`src/sv/linear_probe_hash_table_assert.svh`:
```
// Assertion macros for the linear probing hash table.
// Used by linear_probe_hash_table; every check is clocked by clock and held off in reset.
`ifndef LINEAR_PROBE_HASH_TABLE_ASSERT_SVH
`define LINEAR_PROBE_HASH_TABLE_ASSERT_SVH

`ifndef SYNTH

// The consequent must hold in the same cycle as the antecedent.
`define LPHT_ASSERT_IMP(name, ante, cons) \
   name: assert property (@(posedge clock) disable iff (reset) (ante) |-> (cons)) \
      else $error("assertion failed");

// The consequent must hold in the cycle after the antecedent.
`define LPHT_ASSERT_NEXT(name, ante, cons) \
   name: assert property (@(posedge clock) disable iff (reset) (ante) |=> (cons)) \
      else $error("assertion failed");

`else

`define LPHT_ASSERT_IMP(name, ante, cons)
`define LPHT_ASSERT_NEXT(name, ante, cons)

`endif

`endif

```
`src/sv/lpht_pkg.sv`:
```
// Shared constants, codes and types of the linear probing hash table.
// Used by lpht_slot_ram and linear_probe_hash_table; depends on nothing.
`default_nettype none

package lpht_pkg;

   localparam int TABLE_SLOTS = 32;
   localparam int SLOT_W      = (TABLE_SLOTS > 1) ? $clog2(TABLE_SLOTS) : 1;
   localparam int CNT_W       = SLOT_W + 1;
   localparam int KEY_W       = 16;
   localparam int VALUE_W     = 32;
   localparam int PORT_SLOT_W = 5;

   // Reciprocal for the home slot: key * RECIP >> 32 is the quotient or one below it.
   localparam logic [63:0] RECIP_WIDE = (64'd1 << 32) / TABLE_SLOTS;
   localparam logic [31:0] RECIP      = RECIP_WIDE[31:0];

   localparam logic [1:0] OP_SEARCH = 2'd0;
   localparam logic [1:0] OP_INSERT = 2'd1;
   localparam logic [1:0] OP_DELETE = 2'd2;
   localparam logic [1:0] OP_NONE   = 2'd3;

   localparam logic [1:0] ST_OK        = 2'd0;
   localparam logic [1:0] ST_NOT_FOUND = 2'd1;
   localparam logic [1:0] ST_FULL      = 2'd2;

   typedef struct packed {
      logic                     en;
      logic [SLOT_W-1:0]        addr;
      logic [KEY_W-1:0]         key;
      logic signed [VALUE_W-1:0] value;
   } lpht_wr_type;

   typedef struct packed {
      logic [KEY_W-1:0]         key;
      logic signed [VALUE_W-1:0] value;
   } lpht_rd_type;

   // The slot port carries the low five bits of the slot index.
   function automatic logic [PORT_SLOT_W-1:0] slot_to_port(input logic [SLOT_W-1:0] idx);
      logic [SLOT_W+PORT_SLOT_W-1:0] wide;
      wide = (SLOT_W + PORT_SLOT_W)'(idx);
      return wide[PORT_SLOT_W-1:0];
   endfunction

endpackage

`default_nettype wire

```
`src/sv/linear_probe_hash_table.sv`:
```
// Hash table with open addressing and linear probing, one word per request.
// A request steps through S_HOME, S_MOD, S_WALK and S_FINISH; the walk ends at a decision
// or after a full pass over the table, and the unused opcode goes straight to S_FINISH.
// One request at a time: the next is taken once the answer is loaded into the response
// registers and the block is back in S_IDLE; loading waits while an answer is not taken.
// Synchronous active-high reset clears all used and tombstone flags at once.
`default_nettype none
`include "linear_probe_hash_table_assert.svh"

module linear_probe_hash_table
   import lpht_pkg::*;
(
   input  wire logic                      clock,
   input  wire logic                      reset,
   input  wire logic                      req_valid,
   output logic                           req_ready,
   input  wire logic [1:0]                req_opcode,
   input  wire logic [KEY_W-1:0]          req_key,
   input  wire logic signed [VALUE_W-1:0] req_value_in,
   output logic                           rsp_valid,
   input  wire logic                      rsp_ready,
   output logic [1:0]                     rsp_status,
   output logic signed [VALUE_W-1:0]      rsp_value_out,
   output logic [PORT_SLOT_W-1:0]         rsp_slot
);

   typedef enum logic [2:0] {S_IDLE, S_HOME, S_MOD, S_WALK, S_FINISH} state_type;

   state_type                  state_ff, state_in;
   logic [1:0]                 op_ff, op_in;
   logic [KEY_W-1:0]           key_ff, key_in;
   logic signed [VALUE_W-1:0]  val_ff, val_in;
   logic [KEY_W-1:0]           q_ff, q_in;
   logic [SLOT_W-1:0]          idx_ff, idx_in;
   logic [CNT_W-1:0]           cnt_ff, cnt_in;
   logic [SLOT_W-1:0]          chk_idx_ff, chk_idx_in;
   logic                       chk_vld_ff, chk_vld_in;
   logic [TABLE_SLOTS-1:0]     used_ff, used_in;
   logic [TABLE_SLOTS-1:0]     tomb_ff, tomb_in;
   logic [1:0]                 res_status_ff, res_status_in;
   logic signed [VALUE_W-1:0]  res_value_ff, res_value_in;
   logic [PORT_SLOT_W-1:0]     res_slot_ff, res_slot_in;
   logic                       rsp_valid_ff, rsp_valid_in;
   logic [1:0]                 rsp_status_ff, rsp_status_in;
   logic signed [VALUE_W-1:0]  rsp_value_ff, rsp_value_in;
   logic [PORT_SLOT_W-1:0]     rsp_slot_ff, rsp_slot_in;

   lpht_wr_type                wr;
   lpht_rd_type                rd;
   logic [47:0]                prod;
   logic [26:0]                qn;
   logic [KEY_W:0]             rem;
   logic                       chk_empty;
   logic                       chk_match;

   lpht_slot_ram u_ram (
      .clock   (clock),
      .wr      (wr),
      .rd_addr (idx_ff),
      .rd      (rd)
   );

   assign prod      = 48'(key_ff) * 48'(RECIP);
   assign qn        = 27'(q_ff) * 27'(TABLE_SLOTS);
   assign chk_empty = !used_ff[chk_idx_ff] && !tomb_ff[chk_idx_ff];
   assign chk_match = used_ff[chk_idx_ff] && (rd.key == key_ff);

   always_comb begin
      state_in      = state_ff;
      op_in         = op_ff;
      key_in        = key_ff;
      val_in        = val_ff;
      q_in          = q_ff;
      idx_in        = idx_ff;
      cnt_in        = cnt_ff;
      chk_idx_in    = chk_idx_ff;
      chk_vld_in    = chk_vld_ff;
      used_in       = used_ff;
      tomb_in       = tomb_ff;
      res_status_in = res_status_ff;
      res_value_in  = res_value_ff;
      res_slot_in   = res_slot_ff;
      rsp_valid_in  = rsp_valid_ff && !rsp_ready;
      rsp_status_in = rsp_status_ff;
      rsp_value_in  = rsp_value_ff;
      rsp_slot_in   = rsp_slot_ff;
      wr            = '0;
      rem           = (KEY_W + 1)'(key_ff) - qn[KEY_W:0];

      unique case (state_ff)
         S_IDLE: begin
            if (req_valid) begin
               op_in      = req_opcode;
               key_in     = req_key;
               val_in     = req_value_in;
               cnt_in     = '0;
               chk_vld_in = 1'b0;
               if (req_opcode == OP_NONE) begin
                  res_status_in = ST_NOT_FOUND;
                  res_value_in  = '0;
                  res_slot_in   = '0;
                  state_in      = S_FINISH;
               end else begin
                  state_in = S_HOME;
               end
            end
         end
         S_HOME: begin
            q_in     = prod[47:32];
            state_in = S_MOD;
         end
         S_MOD: begin
            // The estimated quotient is at most one low, so one subtraction corrects it.
            if (rem >= (KEY_W + 1)'(TABLE_SLOTS)) begin
               rem = rem - (KEY_W + 1)'(TABLE_SLOTS);
            end
            idx_in   = rem[SLOT_W-1:0];
            state_in = S_WALK;
         end
         S_WALK: begin
            // Slot reads are issued in the cycle before the check of that slot.
            if (cnt_ff < CNT_W'(TABLE_SLOTS)) begin
               chk_vld_in = 1'b1;
               chk_idx_in = idx_ff;
               idx_in     = (idx_ff == SLOT_W'(TABLE_SLOTS - 1)) ? '0 : idx_ff + 1'b1;
               cnt_in     = cnt_ff + 1'b1;
            end else begin
               chk_vld_in = 1'b0;
            end
            if (chk_vld_ff) begin
               if (op_ff == OP_INSERT) begin
                  if (!used_ff[chk_idx_ff]) begin
                     wr.en                = 1'b1;
                     wr.addr              = chk_idx_ff;
                     wr.key               = key_ff;
                     wr.value             = val_ff;
                     used_in[chk_idx_ff]  = 1'b1;
                     tomb_in[chk_idx_ff]  = 1'b0;
                     res_status_in        = ST_OK;
                     res_value_in         = '0;
                     res_slot_in          = slot_to_port(chk_idx_ff);
                     state_in             = S_FINISH;
                  end
               end else if (chk_empty) begin
                  res_status_in = ST_NOT_FOUND;
                  res_value_in  = '0;
                  res_slot_in   = '0;
                  state_in      = S_FINISH;
               end else if (chk_match) begin
                  res_status_in = ST_OK;
                  res_value_in  = rd.value;
                  res_slot_in   = slot_to_port(chk_idx_ff);
                  if (op_ff == OP_DELETE) begin
                     used_in[chk_idx_ff] = 1'b0;
                     tomb_in[chk_idx_ff] = 1'b1;
                  end
                  state_in = S_FINISH;
               end
            end else if (cnt_ff == CNT_W'(TABLE_SLOTS)) begin
               // A full pass went by without a decision.
               res_status_in = (op_ff == OP_INSERT) ? ST_FULL : ST_NOT_FOUND;
               res_value_in  = '0;
               res_slot_in   = '0;
               state_in      = S_FINISH;
            end
         end
         S_FINISH: begin
            if (!rsp_valid_ff || rsp_ready) begin
               rsp_valid_in  = 1'b1;
               rsp_status_in = res_status_ff;
               rsp_value_in  = res_value_ff;
               rsp_slot_in   = res_slot_ff;
               state_in      = S_IDLE;
            end
         end
         default: begin
            state_in = S_IDLE;
         end
      endcase
   end

   always_ff @(posedge clock) begin
      if (reset) begin
         state_ff     <= S_IDLE;
         cnt_ff       <= '0;
         chk_vld_ff   <= 1'b0;
         used_ff      <= '0;
         tomb_ff      <= '0;
         rsp_valid_ff <= 1'b0;
      end else begin
         state_ff      <= state_in;
         cnt_ff        <= cnt_in;
         chk_vld_ff    <= chk_vld_in;
         used_ff       <= used_in;
         tomb_ff       <= tomb_in;
         rsp_valid_ff  <= rsp_valid_in;
         op_ff         <= op_in;
         key_ff        <= key_in;
         val_ff        <= val_in;
         q_ff          <= q_in;
         idx_ff        <= idx_in;
         chk_idx_ff    <= chk_idx_in;
         res_status_ff <= res_status_in;
         res_value_ff  <= res_value_in;
         res_slot_ff   <= res_slot_in;
         rsp_status_ff <= rsp_status_in;
         rsp_value_ff  <= rsp_value_in;
         rsp_slot_ff   <= rsp_slot_in;
      end
   end

   assign req_ready     = (state_ff == S_IDLE);
   assign rsp_valid     = rsp_valid_ff;
   assign rsp_status    = rsp_status_ff;
   assign rsp_value_out = rsp_value_ff;
   assign rsp_slot      = rsp_slot_ff;

   `LPHT_ASSERT_IMP(a_flags_exclusive, 1'b1, (used_ff & tomb_ff) == '0)
   `LPHT_ASSERT_IMP(a_probe_bound, 1'b1, cnt_ff <= CNT_W'(TABLE_SLOTS))
   `LPHT_ASSERT_NEXT(a_busy_after_accept, req_valid && req_ready, !req_ready)
   `LPHT_ASSERT_NEXT(a_insert_marks_used, wr.en, used_ff[$past(wr.addr)] && !tomb_ff[$past(wr.addr)])
   `LPHT_ASSERT_IMP(a_insert_only_walk, wr.en, state_ff == S_WALK && op_ff == OP_INSERT)

endmodule

`default_nettype wire

```
`src/sv/lpht_slot_ram.sv`:
```
// Key and data storage of the hash table: one write port, one registered read port.
// Depends on lpht_pkg.
`default_nettype none

module lpht_slot_ram
   import lpht_pkg::*;
(
   input  wire logic              clock,
   input  wire lpht_wr_type       wr,
   input  wire logic [SLOT_W-1:0] rd_addr,
   output lpht_rd_type            rd
);

   lpht_rd_type mem [TABLE_SLOTS];
   lpht_rd_type rd_ff;

   always_ff @(posedge clock) begin
      if (wr.en) begin
         mem[wr.addr] <= '{key: wr.key, value: wr.value};
      end
      rd_ff <= mem[rd_addr];
   end

   assign rd = rd_ff;

endmodule

`default_nettype wire

```
`config.mk`:
```
export PLATFORM = sky130hd
export DESIGN_NAME = linear_probe_hash_table
export DESIGN_NICKNAME = d
export VERILOG_FILES = /design/src/sv/lpht_pkg.sv /design/src/sv/linear_probe_hash_table.sv /design/src/sv/lpht_slot_ram.sv
export VERILOG_INCLUDE_DIRS = /design/src /design/src/sv
export SDC_FILE = /design/constraint.sdc
export NUM_CORES = 2
export LEC_CHECK = 0
export BUFFER_PORTS_ARGS = -buffer_cell sky130_fd_sc_hd__buf_2
export CAP_MARGIN = 20
export CORE_ASPECT_RATIO = 0.5
export CORE_MARGIN = 5
export CORE_UTILIZATION = 40
export DETAILED_ROUTE_END_ITERATION = 8
export SLEW_MARGIN = 20
export SYNTH_ARGS = -nofsm -noshare
export SYNTH_HDL_FRONTEND = slang
export SYNTH_HIERARCHICAL = 1
export SYNTH_SLANG_ARGS = --single-unit
```
`constraint.sdc`:
```
create_clock -name clock -period 5.6 [get_ports clock]
set_clock_uncertainty 0.15 [all_clocks]
set_input_delay 0.56 -clock clock [delete_from_list [all_inputs] [get_ports clock]]
set_output_delay 0.56 -clock clock [all_outputs]
set_load 0.1 [all_outputs]
```
After elaboration in Yosys (flattened, before gate mapping)
Memories as Yosys holds them, arrays and structs flattened. A register that Yosys moved wholly into a read port is not among the register bits.
Index checks and enable logic that the tools add are counted.
- register bits after elaboration: 224
- RAM bits: 1536
- memories kept: 1
- memory list (name ; depth ; width ; read ports ; clocked after memory_dff ; write ports ; RTL line ; source):
    u_ram.mem ; 32 ; 48 ; 1 ; 1 ; 1 ; lpht_slot_ram.sv:14 ; lpht_rd_type mem [TABLE_SLOTS];
- add/subtract/negate cells: 4
- $lt $le $gt $ge: 4
- equal/unequal tests: 19
- multiplexer cells: 72
- bitwise operators: 6
- reduce and logical (&&, ||, !) cells: 24
- operator list (kind ; count):
    $mux W32 ; 18
    $mux W54 ; 4
    $and A32 B32 Y32 ; 2
    $or A32 B32 Y32 ; 2
    $pmux W32 S2 ; 1
    $mux W5 ; 11
    $not A32 Y32 ; 1
    $mux W3 ; 9
    $pmux W5 S2 ; 2
    $mux W2 ; 9
    $ge A17 B6 Y1 const B ; 1
    $sub A16 B16 Y17 ; 1
    $eq A16 B16 Y1 ; 1
    $pmux W3 S5 ; 1
    $reduce_and A3 Y1 ; 5
    $mux W6 ; 2
    $pmux W6 S2 ; 1
    $bmux W1 S5 ; 2
    $mux W1 ; 9
    $ne A2 B2 Y1 const B ; 4
    $reduce_bool A2 Y1 ; 4
    $reduce_and A7 Y1 ; 1
    $add A6 B1 Y6 const B ; 1
    $eq A3 B2 Y1 const B ; 2
    26 further kinds ; 35

Longest topological paths before layout
- depth after elaboration: 10
- mapped depth: 13
- gate-level depth less buffers: 9

Modules after synthesis
Netlist, hierarchy kept.
- modules (own cells, without submodules) (module ; instances ; cells each ; area each (um^2) ; seq. area each (um^2)):
    lpht_slot_ram ; 1 ; 3364 ; 60724.5 ; 47085.2
    linear_probe_hash_table ; 1 ; 700 ; 8961.1 ; 5645.4

Worst setup path before layout
Ideal clock, no wire load.
- path kind: reg2reg
- start: register state_ff[2]
- end: register res_slot_ff[0] (enable)
- library setup time: 0.484 ns
- arrival time: 5.786 ns
- slack: -0.820 ns
- stages on the path, launching flop included: 5
- buffers on the path: 1
- period minus slack after synthesis: 6.420 ns
- cells stage by stage: dfxtp_1 -> clkbuf_1 -> nor3_1 -> a31oi_1 -> nor3_1
- longest elaborated chain between the ends: 3
- RTL lines (what ; RTL line ; source):
    start: declaration ; linear_probe_hash_table.sv:29 ; state_type state_ff, state_in;
    start signal: assignment ; linear_probe_hash_table.sv:191 ; state_ff <= state_in;
    $logic_not A3 Y1 * ; - ;
    via req_ready ; linear_probe_hash_table.sv:16 ; output logic req_ready,
    $ne A2 B1 Y1 (no line), or another cell as far along ; - ;
    $reduce_and A7 Y1 (no line) * ; - ;
    end signal: assignment ; linear_probe_hash_table.sv:205 ; res_slot_ff <= res_slot_in;
    end: declaration ; linear_probe_hash_table.sv:42 ; logic [PORT_SLOT_W-1:0] res_slot_ff, res_slot_in;
Mark *: on every way through the listed nets, which the timed path passes. The rest lies on a longest branch.
A chain may end at the register's enable or synchronous reset.

Worst setup path in the final report
- start: register chk_idx_ff[4]
- end: memory u_ram/mem[10][42] in the netlist's numbering (enable)
- longest elaborated chain between the ends: 8
- RTL lines (what ; RTL line ; source):
    start: declaration ; linear_probe_hash_table.sv:36 ; logic [SLOT_W-1:0] chk_idx_ff, chk_idx_in;
    start signal: assignment ; linear_probe_hash_table.sv:202 ; chk_idx_ff <= chk_idx_in;
    $bmux W1 S5 ; linear_probe_hash_table.sv:132 ; if (!used_ff[chk_idx_ff]) begin
    $mux W1 (implied by the code) ; linear_probe_hash_table.sv:132 ;
    $mux W54 * ; linear_probe_hash_table.sv:132 ;
    $mux W54 * ; linear_probe_hash_table.sv:131 ; if (op_ff == OP_INSERT) begin
    $mux W54 * ; linear_probe_hash_table.sv:130 ; if (chk_vld_ff) begin
    $mux W54 * ; linear_probe_hash_table.sv:90 ; unique case (state_ff)
    $mux W1 ; lpht_slot_ram.sv:18 ; if (wr.en) begin
    $mux W1 (implied by the code) ; lpht_slot_ram.sv:19 ; mem[wr.addr] <= '{key: wr.key, value: wr.value};
    end: declaration ; lpht_slot_ram.sv:14 ;
Mark *: on every way between the ends. The rest lies on a longest branch, timed or not. The select of a mux whose other input is x is not followed.

==> impl_metrics.tcl <==
set metrics [dict create \
    die_h_um 305 \
    die_area_mm2 0.183 \
    antenna_left 0 \
    wl_per_cell_um 25.7 \
    maxCapViolations 0 \
    grt.overflow.total 0 \
    slew_viol_final 0 \
    tritoncts "built" \
    clock_sinks 1797 \
    power_density_mw_per_mm2 352 \
    grt_start_max_net_pins 109 \
    syn_nets 4122 \
    cp_max_fo 42 \
    yosys_warnings 6 \
    clockBufferDepth 3 \
    synthesis.area_mm2 0.0697 \
    antenna_found_initial 8 \
    dieWidth_um 600 \
    period_needed_ns 5.10 \
    ys.flop_type "edfxtp_1" \
    h-tree-depth 4 \
    p_leak_nw 30.7 \
    crit_required_ns 5.93 \
    cp-start-kind "register" \
    worstPathArrival_ns 5.43 \
    slew_headroom_pct 23.8 \
    status "completed" \
    ff2ff_setup_slack_ns 0.50 \
    post-route-period-util_pct 91.0 \
    cts_setup_buffers 0 \
    synthCells 4064 \
    final_nets 4323 \
    initial_utilization_pct 40.2 \
    clockRootBuffer "clkbuf_16" \
    drtIter0Drc 3610 \
    drc 0 \
    gp_congestion 0.803 \
    max_freq_mhz 196 \
    final_util_pct 45.8 \
    synth_seq_area_share_pct 75.7 \
    synthArstFlopShare_pct 0 \
    grt_pass1_vias 37100 \
    hold_viol 0 \
    grt_pass1_wl_mm 250 \
    track_usage_pct 18.4 \
    hold_path_class "in2reg" \
    drt_first_pass_iters 6 \
    core_mm2 0.173 \
    cts_buffers 162 \
    final.setup.tns_ns 0 \
    critPathCaptureType "register" \
    critPathKind "reg2reg" \
    setup_viol 0 \
    worst_slew_pin_slew_ns 1.14 \
    hpwlAfterDp_mm 93.8 \
    ir_drop_v 0.000237 \
    rows 108 \
    synth_edf_count 1674 \
    rsz0062_at_grt "false" \
    drive_above_1_share_pct 12.3 \
    avgSynthCellArea_um2 17.1 \
    synth_seq_cells 1797 \
    vias 37000 \
    drt_wl_total_mm 172 \
    finalInstanceArea_mm2 0.0793 \
    areaGrowthSynthToFinish_pct 13.9 \
    placed_area_mm2 0.0735 \
    ys_types 68 \
    numPortBuffers 94 \
    nFillCells 14700 \
    insertion_delay_ns 0.82 \
    clkTransAtPathRegs_ns 0.06 \
    num_io_pins 95 \
    viasPerCell 5.52 \
]
-- cells in the final DEF (no fill, tap or decap), types with 94 or more instances in the layout --
cell	netlist	layout
mux2i_1	799	799
nand2_1	172	171
a22oi_1	144	144
a21oi_1	150	150
clkbuf_16	0	164
a22o_1	96	96
dfxtp_1	123	123
edfxtp_1	1674	1674
nand3_1	151	151
buf_2	56	94
-- final timing paths --
path,endpoint,cells after the start,start
hold / removal,chk_vld_ff$_SDFFE_PP0P_,3,req_valid
setup reg to reg,u_ram/mem[10][42]$_DFFE_PP_,10,chk_idx_ff[4]$_DFFE_PP_
hold reg to reg,rsp_value_out[21]$_DFFE_PP_,0,res_value_ff[21]$_SDFFCE_PP0P_
setup / recovery,u_ram/mem[10][42]$_DFFE_PP_,10,chk_idx_ff[4]$_DFFE_PP_
-- sequential cells by signal, summed over array words and instances (netlist names), 3 cells and up, named ones only --
signal and flops:
chk_idx_ff 5, cnt_ff 6, idx_ff 5, key_ff 16
res_slot_ff 5, res_value_ff 32, rsp_slot 5, rsp_value_out 32
state_ff 3, u_ram/mem 1536, u_ram/rd 48, val_ff 32
-- Yosys cell counts (9+ instances only) --
cell | instances | area share (%)
a22o_1 | 96 | 1.2
buf_2 | 56 | 0.40
nor2_1 | 51 | 0.27
nand2b_1 | 9 | 0.081
clkbuf_1 | 81 | 0.44
a211oi_1 | 33 | 0.36
nand2_1 | 172 | 0.93
buf_6 | 46 | 0.74
nand3_1 | 151 | 1.1
a21oi_1 | 150 | 1.1
o311ai_1 | 24 | 0.30
and2_1 | 89 | 0.80
inv_1 | 9 | 0.048
dfxtp_1 | 123 | 3.5
buf_4 | 40 | 0.43
nor3_1 | 67 | 0.48
mux2i_1 | 799 | 11
buf_1 | 10 | 0.054
a22oi_1 | 144 | 1.6
xnor2_1 | 18 | 0.23
o21ai_1 | 29 | 0.21
a31oi_1 | 81 | 0.73
edfxtp_1 | 1674 | 72
o22ai_1 | 12 | 0.11
-- cells by family (layout without fill, tap and decap cells) --
| logic type | count (synthesis) | after routing | synth area share, % |
|---|---|---|---|
| flops | 1797 | 1797 | 75.7 |
| compound gates | 596 | 596 | 5.91 |
| buf+inv | 248 | 575 | 2.19 |
| other cells | 0 | 2 | 0 |
| mux | 803 | 803 | 11.6 |
| fa+ha+maj | 4 | 4 | 0.0718 |
| simple gates | 594 | 594 | 4.29 |
| xor+xnor | 22 | 22 | 0.276 |
-- critical path, stage by stage (launching register included) --
cell      delay (ns)
edfxtp_1        0.97
or3b_1          0.38
o22ai_1         0.17
nor4_2          0.38
mux2i_4         0.30
nor2_4          0.41
buf_4           0.69
nand3b_1        0.16
buf_4           0.25
nor2_4          0.59
buf_12          0.30
-- where the power goes --
group | internal [mW] | switching (mW)
combinational | 0.734 | 1.46
clock | 6.00 | 4.90
sequential | 14.7 | 0.130
-- area by class of cell --
class	instances	area, µm²	share of cell area [%]
Clock inverter	86	873	1.10
Sequential cell	1797	52700	66.5
Tap cell	2310	2890	3.64
Timing Repair Buffer	274	2680	3.38
Inverter	11	41.3	0.0520
Multi-Input combinational cell	2019	15800	19.9
Antenna cell	2	5.00	0.00631
Clock buffer	204	4330	5.46
-- through the flow --
step,setup WS (ns),std cells,hold WS [ns],total power [mW]
floorplan,0.0895,4064,0.250,16.6
global placement,0.597,6355,0.251,17.3
detailed placement,0.506,6357,0.255,17.3
CTS,0.509,6699,0.145,28.2
global route,0.307,6701,0.196,28.9
finish,0.501,6703,0.215,27.9
-- metal layers --
layer / routed length, µm / GRT usage (%) / vias to the layer above / part of all wire [%]
li1: - / - / 16400 / -
met1: 77300 / 26.4 / 19100 / 45
met2: 80500 / 29.3 / 1214 / 47
met3: 10400 / 2.73 / 217 / 6.0
met4: 4040 / 5.46 / 0 / 2.3
met5: 0 / 0 / - / 0
-- repair_timing --
item / 4_1_cts / 5_1_grt
resized for setup: 0 / 0
endpoints found under the hold margin: 53 / 0
hold buffers: 52 / 0
(Power assumes the default switching activity.)
